$ cat config.mk
export PLATFORM = sky130hd
export DESIGN_NAME = lkvc_ram
export DESIGN_NICKNAME = d
export VERILOG_FILES = /design/src/lkvc_ram.sv
export SDC_FILE = /design/constraint.sdc
export NUM_CORES = 1
export LEC_CHECK = 0
export BUFFER_PORTS_ARGS = -buffer_cell sky130_fd_sc_hd__buf_2
export CAP_MARGIN = 10
export CORE_MARGIN = 10
export CORE_UTILIZATION = 37
export CTS_CLUSTER_DIAMETER = 200
export DETAILED_ROUTE_END_ITERATION = 10
export PLACE_DENSITY = 0.49
export SYNTH_ARGS = -nofsm -noshare
export SYNTH_HDL_FRONTEND = slang
export SYNTH_SLANG_ARGS = --single-unit
$ cat constraint.sdc
create_clock -name clk_i -period 3.35 [get_ports clk_i]
set_clock_uncertainty 0.2 [all_clocks]
set_input_delay 0.8375 -clock clk_i [delete_from_list [all_inputs] [get_ports clk_i]]
set_output_delay 0.8375 -clock clk_i [all_outputs]
set_load 0.02 [all_outputs]
$ cat src/lkvc_ram.sv
// lkvc_ram: simple dual-port synchronous ram, one write and one read port
// read data is registered; no package dependency
`timescale 1ns / 1ps
module lkvc_ram #(
  parameter int unsigned Width = 8,
  parameter int unsigned Depth = 64
) (
  input  logic                     clk_i,
  input  logic                     we_i,
  input  logic [$clog2(Depth)-1:0] waddr_i,
  input  logic [Width-1:0]         wdata_i,
  input  logic [$clog2(Depth)-1:0] raddr_i,
  output logic [Width-1:0]         rdata_o
);

  logic [Width-1:0] mem [Depth];
  logic [Width-1:0] rdata_q;

  always_ff @(posedge clk_i) begin
    if (we_i) begin
      mem[waddr_i] <= wdata_i;
    end
    rdata_q <= mem[raddr_i];
  end

  assign rdata_o = rdata_q;

endmodule

-- Word level (Yosys, flattened, before mapping)
Memory sizes are Yosys's and may differ from the RTL's. A register that Yosys moved wholly into a read port is not among the register bits.
Cells that the tools add are included.
- memory bits (writable): 512
- word-level logic and storage cells: 3
- output and inout bits: 8
- register bits: 0
- input port bits: 22
- memories: 1
- muxes and demuxes: 2
- memories (name ; words ; bits a word ; read ports ; clocked after Yosys merged registers in ; wr ports ; line ; source):
    mem ; 64 ; 8 ; 1 ; 1 ; 1 ; 16 ; logic [Width-1:0] mem [Depth];
- operators with widths (cell ; count):
    $mux W1 ; 2

-- Logic depth before layout (Yosys ltp)
Gate-level depths: netlist of the first run.
- word-level depth: 2
- depth in mapped cells: 9
- gate-level depth less buffers: 5

-- Worst setup path after synthesis of the first run
Ideal clock, no wire load.
- kind: input-to-reg
- start: in raddr_i[1]
- end: reg rdata_q[3] (netlist: rdata_o[3]) (read register of mem)
- arrival: 2.377 ns
- path slack: 0.645 ns
- stages on the path: 7
- path through: buf_4 buf_2 buf_2 mux4_2 mux4_2 o21ai_1 o41ai_1
- RTL lines (element ; line ; source):
    from (decl) ; 12 ; input logic [$clog2(Depth)-1:0] raddr_i,
    to (decl) ; 17 ; logic [Width-1:0] rdata_q;

==> run_results.csv, run 1 <==
group,metric,value,unit
routing,wl,50430,um
floorplan,fp.dieH,253.5,um
routing,dr.pass1.iters,5,
worst_hold_path,whs_endpoint,"rdata_o[1]",
cells_and_area,area.growth.synth_to_final,17.19,%
place,port_buffers,29,
cts,cts.repair.resized,0,
cts,ctsRootBufferMaster,"clkbuf_16",
global_route,grt_pass1_wl,74600,um
global_route,track_usage,16.02,%
logic_synthesis,yosysSeqAreaShare,77.03,%
logic_synthesis,syn-num-nets,962,
logic_synthesis,yosysTopAreaCell,"edfxtp_1",
setup_path,critPathKind,"in2reg",
pwr,p_leak,7.613,nW
run_status,status,"completed",
global_route,grt_max_degree,45,
routing,ant_nets,0,
cts,cts_sinks,520,
setup_path,r2r_end,"rdata_o[2]",
floorplan,fp-row-count,85,
cts,insertion_delay,0.60,ns
logic_synthesis,yosys.area.top_type_share,76.24,%
cts,cts.clk_slew.worst_paths,0.06,ns
global_route,antenna_found_initial,3,
setup_path,cp_data_arrival_time,2.84,ns
timing,rsz0062_at_grt,"no",
logic_synthesis,synth-seq-cells,520,
timing,setup_viol_count_final,0,
floorplan,fp.dieW,253.5,um
cts,cts_made_buffers,55,
timing,setup_ws,0.7881,ns
timing,worstMarginPinSlew,0.8131,ns
logic_synthesis,synth_most_common_cell,"edfxtp_1",
cells_and_area,fill_cells,4624,
cts,holdBufCountCts,0,
pwr,ir_drop,0.0003572,V
logic_synthesis,ys.flop_type,"edfxtp_1",
cts,cts_tree,"done",
timing,min_period,2.562,ns
setup_path,r2r_start,"mem[2][2]",
timing,hold_slack,0.4821,ns
worst_hold_path,whs_path_depth,3,
floorplan,ios,30,
cts,htreeDepth,2,
timing,clock.fmax,390.3,MHz
logic_synthesis,yosys_warnings,0,
logic_synthesis,synth_cell_types,40,
timing,maxSlewHeadroom,45.79,%
cells_and_area,area.sequential,15530,sq um
setup_path,r2r_cells,5,
routing,drcViolationCount,0,
routing,vias_per_cell,5.367,
place,gp_congestion,0.7932,
cells_and_area,fin_cells,1845,
cells_and_area,fin_nets,1133,
place,dp.cells,1750,
logic_synthesis,synthCells,940,
logic_synthesis,async_flop_share,0,%
setup_path,required,3.63,ns
logic_synthesis,syn_area,20170,sq um
global_route,grt_overflow,0,
setup_path,start_kind,"input pin",
setup_path,crit_fanout,20,
timing,finalCritPeriodShare,76.48,%
timing,hold_viol_final,0,
setup_path,r2r_setup_slack,1.20,ns
cts,cts_buffer_depth,3,
floorplan,core_area,53920,sq um
cells_and_area,layout-drive-gt1-share,33.13,%
cells_and_area,multi_input_area,4315,sq um
routing,wire_per_inst,27.33,um
routing,vias,9902,
floorplan,initial_core_util,37.40,%
timing,final-max-slew-violation-count,0,
pwr,p_per_area,572.1,nW/um^2
place,dp_hpwl,32720,um
worst_hold_path,min-delay-start,"raddr_i[5]",
floorplan,die_area,64240,sq um
logic_synthesis,avgSynthCellArea,21.45,sq um
job,drv_cap,0,
place,pre_cts_ws,0.1373,ns
cts,post_cts_buffers,0,
setup_path,cp-end-kind,"flip-flop",
logic_synthesis,synth_edf_count,512,
timing,tns,0,ns
logic_synthesis,ys_top_cells_by_area,"edfxtp_1 (76%), mux4_2 (14%), nor2_1 (1.5%)",
worst_hold_path,min_path_type,"in2reg",
routing,initialDrtViolationCount,897,
logic_synthesis,ys_top_cells_by_count,"edfxtp_1 (512), mux4_2 (126), nor2_1 (83), mux2i_1 (23), nand2_1 (19)",
global_route,grt_pass1_vias,10409,
## layout make-up
class | count | share of cell area [%]
Timing Repair Buffer | 165 | 5.522
Clock inverter | 22 | 0.5718
Antenna cell | 2 | 0.02118
Multi-Input combinational cell | 369 | 18.26
Clock buffer | 71 | 6.205
Sequential cell | 520 | 65.73
Tap cell | 696 | 3.685
## where the power goes
group          internal, W  switching, W  total, W
Combinational     0.000295      0.000450  0.000745
Clock              0.00313       0.00242   0.00555
Sequential         0.00720     0.0000260   0.00723
## layer usage
metal / track usage, % / up-vias / routed length [um]
li1: - / 4277 / -
met1: 22.30 / 5293 / 22510
met2: 25.09 / 252 / 23870
met3: 3.136 / 78 / 2708
met4: 4.749 / 2 / 1326
met5: 0 / - / 13
## metrics by stage
step / utilization (%) / instance area, sq um / total power [W]
finish: 43.83 / 23630 / 0.01352
CTS: 43.82 / 23630 / 0.01368
floorplan: - / 20170 / 0.007749
global placement: 40.85 / 22030 / 0.008120
global route: 43.82 / 23630 / 0.01398
detailed placement: 40.85 / 22030 / 0.008127
## sequential cells by signal, indices dropped and copies added, names as in the netlist
register	flops
rdata_o	8
mem	512
## cell families after synthesis
logic type / count (synthesis) / synth area share [%]
buffers and inverters: 51 / 1.570
DFF: 520 / 77.03
AOI/OAI and AO/OA: 54 / 2.072
muxes: 162 / 15.94
and+or+nand+nor: 153 / 3.387
## worst max-delay path: stages
cell and delay (ns):
clkbuf_8 0.21, buf_12 0.24, mux4_2 0.54, mux4_2 0.47, nor2_1 0.17, nor3_1 0.16, o2bb2ai_1 0.18
## worst max path at each step
stage | start | to | cells past startpoint
floorplan | raddr_i[1] | rdata_o[3] | 7
global placement | raddr_i[1] | rdata_o[7] | 8
detailed placement | raddr_i[0] | rdata_o[0] | 7
CTS | raddr_i[0] | rdata_o[2] | 7
global route | raddr_i[0] | rdata_o[1] | 8
finish | raddr_i[0] | rdata_o[0] | 7
## placed cells by master (no fill, tap or decap), types with 4 or more instances in the layout
cell,n
mux2i_1,23
clkbuf_1,13
buf_12,10
nand2_1,19
clkbuf_16,55
nand2b_1,7
nor2b_1,14
clkinv_2,13
dfxtp_1,8
nor2_1,83
a221oi_1,6
o221ai_1,8
nand3_1,13
mux4_2,126
nor3_1,7
clkinv_1,6
a211oi_1,4
mux2_2,13
buf_4,128
clkbuf_8,4
buf_2,26
edfxtp_1,512
o22ai_1,8
Note: power is estimated with default switching activity, not from simulation.
==> run 2: changes to the inputs <==
--- a/config.mk
+++ b/config.mk
@@ -11,7 +11,7 @@
 export CORE_UTILIZATION = 37
 export CTS_CLUSTER_DIAMETER = 200
 export DETAILED_ROUTE_END_ITERATION = 10
-export PLACE_DENSITY = 0.49
+export PLACE_DENSITY = 0.5
 export SYNTH_ARGS = -nofsm -noshare
 export SYNTH_HDL_FRONTEND = slang
 export SYNTH_SLANG_ARGS = --single-unit
==> constraint.sdc (replaced) <==
create_clock -name clk_i -period 2.1 [get_ports clk_i]
set_clock_uncertainty 0.2 [all_clocks]
set_input_delay 0.525 -clock clk_i [delete_from_list [all_inputs] [get_ports clk_i]]
set_output_delay 0.525 -clock clk_i [all_outputs]
set_load 0.02 [all_outputs]
==> run_results.csv, run 2 (same netlist as run 1, synthesis figures left out) <==
group,metric,value,unit
run_status,status,"completed",
cts,holdBufCountCts,0,
cells_and_area,n_antenna_cell,0,
timing,setup_viol_count_final,0,
cts,ctsRootBufferMaster,"clkbuf_16",
cts,cts_tree,"done",
routing,vias_per_cell,5.203,
setup_path,critPathKind,"reg2reg",
floorplan,ios,30,
worst_hold_path,min_path_type,"in2reg",
cells_and_area,largest_register_ffs,512,
timing,worstMarginPinSlew,1.217,ns
timing,min_period,2.077,ns
routing,drcViolationCount,0,
routing,initialDrtViolationCount,855,
cells_and_area,layout-drive-gt1-share,38.70,%
cts,htreeDepth,2,
global_route,track_usage,15.44,%
cells_and_area,area.growth.synth_to_final,22.94,%
global_route,grt_pass1_vias,10448,
floorplan,fp.dieW,253.5,um
timing,final-max-slew-violation-count,0,
cells_and_area,fin_nets,1194,
place,dp_hpwl,32020,um
cts,cts.clk_slew.worst_paths,0.06,ns
timing,hold_slack,0.1719,ns
timing,finalCritPeriodShare,98.93,%
place,gp_congestion,0.7977,
setup_path,endpoint,"rdata_o[1]",
floorplan,fp-row-count,85,
floorplan,initial_core_util,37.40,%
routing,vias,9954,
cells_and_area,multi_input_area,4457,sq um
job,drv_cap,0,
setup_path,required,2.39,ns
timing,rsz0062_at_grt,"yes",
timing,maxSlewHeadroom,18.87,%
routing,wire_per_inst,25.56,um
setup_path,r2r_cells,5,
setup_path,r2r_end,"rdata_o[1]",
cts,cts_made_buffers,54,
global_route,antenna_found_initial,2,
cells_and_area,area.sequential,15530,sq um
routing,ant_nets,0,
cts,cts_sinks,520,
cells_and_area,fill_cells,4541,
timing,clock.fmax,481.4,MHz
setup_path,r2r_start,"mem[15][1]",
place,port_buffers,29,
setup_path,startpoint,"mem[15][1]",
place,dp.cells,1805,
setup_path,cp_data_arrival_time,2.37,ns
timing,hold_viol_final,0,
cts,cts_buffer_depth,3,
setup_path,crit_fanout,1,
global_route,grt_pass1_wl,72080,um
pwr,total_power,0.02238,W
routing,dr.pass1.iters,5,
floorplan,core_area,53920,sq um
setup_path,start_kind,"flip-flop",
setup_path,r2r_setup_slack,0.02,ns
pwr,p_leak,8.115,nW
pwr,p_per_area,902.5,nW/um^2
pwr,ir_drop,0.0007063,V
cells_and_area,most-common-layout-cells,"edfxtp_1 (512), buf_4 (159), mux4_2 (126), nor2_1 (64), clkbuf_16 (58)",
cells_and_area,fin_cells,1913,
cells_and_area,top_register,"mem",
global_route,grt_overflow,0,
cts,insertion_delay,0.60,ns
setup_path,cp-end-kind,"flip-flop",
cells_and_area,final_common_cell,"edfxtp_1",
floorplan,die_area,64240,sq um
routing,wl,48900,um
global_route,grt_max_degree,65,
floorplan,fp.dieH,253.5,um
==> run 2: worst min path at each step <==
| stage | from | to | slack [ns] | cells past startpoint |
|---|---|---|---|---|
| after global routing | raddr_i[5] | rdata_o[1] | 0.16 | 3 |
| after floorplan | wdata_i[0] | mem[0][0] | 0.42 | 0 |
| after CTS | raddr_i[5] | rdata_o[4] | 0.13 | 3 |
| final | raddr_i[5] | rdata_o[4] | 0.17 | 3 |
| after detailed placement | mem[19][0] | rdata_o[0] | 0.63 | 4 |
| after global placement | mem[30][6] | rdata_o[6] | 0.63 | 3 |
==> run 2: what timing repair did <==
item,4_1_cts,5_1_grt
setup endpoints to repair,6,6
gates resized for setup,9,11
setup buffers,0,7
pin swaps,2,2
gates cloned,0,1
==> run 2: per-layer routing <==
layer  wire length, um  up-vias  track usage, %  share of wire (%)
li1                  -     4409               -                  -
met1             22250     5271           21.66                 45
met2             23360      206           24.41                 48
met3              2376       66           2.922                4.9
met4               910        2           3.854                1.9
met5                13        -               0              0.027
==> run 2: critical path: stages (launching register included) <==
cell and delay [ns]:
edfxtp_1 0.36, mux4_2 0.48, mux4_2 0.51, nor2_2 0.22
nor3_1 0.08, o2bb2ai_1 0.12
==> run 2: area by class of cell <==
class | instances | share of cell area (%)
clock inverters | 36 | 1.246
flip-flops and latches | 520 | 62.66
multi-input cells | 369 | 17.98
repair buffers | 227 | 8.735
clock buffers | 65 | 5.874
well taps | 696 | 3.512
==> run 2: per-stage QoR <==
stage | instance area, sq um | utilization (%) | TNS (ns) | setup slack, ns
finish | 24790 | 45.98 | 0 | 0.02251
global route | 24790 | 45.98 | -0.06225 | -0.05113
CTS | 24660 | 45.73 | 0 | 0.001095
detailed placement | 22850 | 42.38 | -7.939 | -0.6789
global placement | 22850 | 42.38 | -7.024 | -0.6845
floorplan | 20290 | - | -13.46 | -0.1735
==> run 2: report_power, final <==
group	switching [W]	leakage (nW)	internal (W)	total, W
Combinational	0.000747	2.58	0.000600	0.00135
Clock	0.00387	0.866	0.00564	0.00950
Sequential	0.0000375	4.67	0.0115	0.0115
==> run 3: changes to the inputs <==
--- a/config.mk
+++ b/config.mk
@@ -9,6 +9,7 @@
 export CAP_MARGIN = 10
 export CORE_MARGIN = 10
 export CORE_UTILIZATION = 37
+export CTS_BUF_LIST = sky130_fd_sc_hd__clkbuf_4 sky130_fd_sc_hd__clkbuf_8
 export CTS_CLUSTER_DIAMETER = 200
 export DETAILED_ROUTE_END_ITERATION = 10
 export PLACE_DENSITY = 0.5
==> run_results.csv, run 3 (same netlist as run 1, synthesis figures left out) <==
group,metric,value,unit
run_status,status,"completed",
timing,worstMarginPinSlew,1.193,ns
routing,wl,49250,um
global_route,grt_max_degree,65,
place,pre_cts_ws,-0.6789,ns
cells_and_area,stdcell_area,24580,sq um
cts,cts.clk_slew.worst_paths,0.07,ns
routing,initialDrtViolationCount,739,
cts,ctsRootBufferMaster,"clkbuf_8",
cts,htreeDepth,3,
place,post_dp_cell_area,22850,sq um
setup_path,start_kind,"flip-flop",
timing,min_period,2.067,ns
cts,post_cts_buffers,0,
setup_path,crit_slowest_cell,"dfxtp_1",
cells_and_area,fin_nets,1218,
setup_path,critical_path_buf_inv_count,1,
global_route,track_usage,15.62,%
cts,cts_sinks,520,
timing,finalCritPeriodShare,98.42,%
floorplan,fp.dieH,253.5,um
cells_and_area,area.growth.synth_to_final,21.88,%
setup_path,cp_data_arrival_time,1.34,ns
floorplan,ios,30,
timing,maxSlewHeadroom,20.50,%
cells_and_area,top_register,"mem",
setup_path,max_stage_delay,0.46,ns
global_route,grt_overflow,0,
cts,insertion_delay,0.65,ns
setup_path,critPathKind,"reg2out",
global_route,grt_pass1_vias,10777,
routing,drcViolationCount,0,
pwr,p_per_area,870.1,nW/um^2
global_route,grt_pass1_wl,72770,um
routing,vias,10120,
routing,ant_nets,0,
cts,holdBufCountCts,0,
setup_path,required,1.37,ns
floorplan,core_area,53920,sq um
floorplan,die_area,64240,sq um
global_route,antenna_found_initial,3,
timing,clock.fmax,483.9,MHz
setup_path,cp-end-kind,"primary output",
routing,dr.pass1.iters,5,
cts,cts_tree,"done",
pwr,ir_drop,0.0004581,V
cells_and_area,layout-drive-gt1-share,41.62,%
setup_path,crit_chain,"buf_2",
place,port_buffers,29,
pwr,p_leak,8.068,nW
timing,rsz0062_at_grt,"yes",
place,dp_hpwl,32020,um
cells_and_area,most-common-layout-cells,"edfxtp_1 (512), buf_4 (153), mux4_2 (126), clkbuf_8 (91), nor2_1 (64)",
timing,setup_viol_count_final,0,
floorplan,fp.dieW,253.5,um
timing,final-max-slew-violation-count,0,
routing,wire_per_inst,25.18,um
floorplan,initial_core_util,37.40,%
cts,cts_made_buffers,86,
cts,cts_buffer_depth,3,
cells_and_area,largest_register_ffs,512,
cells_and_area,final_common_cell,"edfxtp_1",
job,drv_cap,0,
timing,setup_ws,0.03325,ns
floorplan,fp-row-count,85,
timing,hold_viol_final,0,
routing,vias_per_cell,5.174,
setup_path,crit_fanout,1,
place,gp_congestion,0.7977,
worst_hold_path,min_path_type,"in2reg",
setup_path,cpLargestDelayFamily,"flip-flops",
[run 3: final timing paths]
kind | start | end | slack [ns] | depth (start not counted)
setup reg to reg | mem[21][4] | rdata_o[4] | 0.04 | 6
setup / recovery | rdata_o[6] | rdata_o[6] | 0.03 | 1
hold reg to reg | mem[19][0] | rdata_o[0] | 0.64 | 4
hold / removal | raddr_i[5] | rdata_o[4] | 0.12 | 3
[run 3: timing repair]
item / in CTS / in global routing
pin swaps: 2 / 3
cloned: 0 / 0
resized for setup: 8 / 12
endpoints found under the setup margin: 5 / 7
[run 3: stage by stage]
step / hold WS (ns) / utilization [%] / setup TNS [ns] / std cells / total power [W]
2_1_floorplan: 0.4239 / - / -13.46 / 940 / 0.01238
3_3_place_gp: 0.6298 / 42.38 / -7.024 / 1805 / 0.01306
3_5_place_dp: 0.6284 / 42.38 / -7.939 / 1805 / 0.01308
4_1_cts: 0.05359 / 45.48 / 0 / 1956 / 0.02167
5_1_grt: 0.09556 / 45.58 / -0.04501 / 1956 / 0.02223
6_report: 0.1165 / 45.58 / 0 / 1956 / 0.02139
[run 3: cell type report]
cell class | count | area, sq um
timing repair buffer | 219 | 2057
antenna | 1 | 2.502
tap | 696 | 870.8
multi-input combinational | 369 | 4477
sequential | 520 | 15540
clock buffer | 119 | 1463
clock inverter | 32 | 172.7
fill | 4596 | 29340
[run 3: power by group]
part / leakage, nW / switching (W) / internal, W
Combinational: 2.52 / 0.000750 / 0.000583
Sequential: 4.67 / 0.0000379 / 0.0115
Clock: 0.874 / 0.00391 / 0.00461
[run 3: layer usage]
layer | global-route usage [%] | part of all wire [%] | up-vias
met4 | 5.110 | 1.7 | 2
met3 | 3.586 | 4.8 | 54
li1 | - | - | 4461
met5 | 0 | 0.016 | -
met2 | 24.49 | 48 | 228
met1 | 21.21 | 45 | 5375
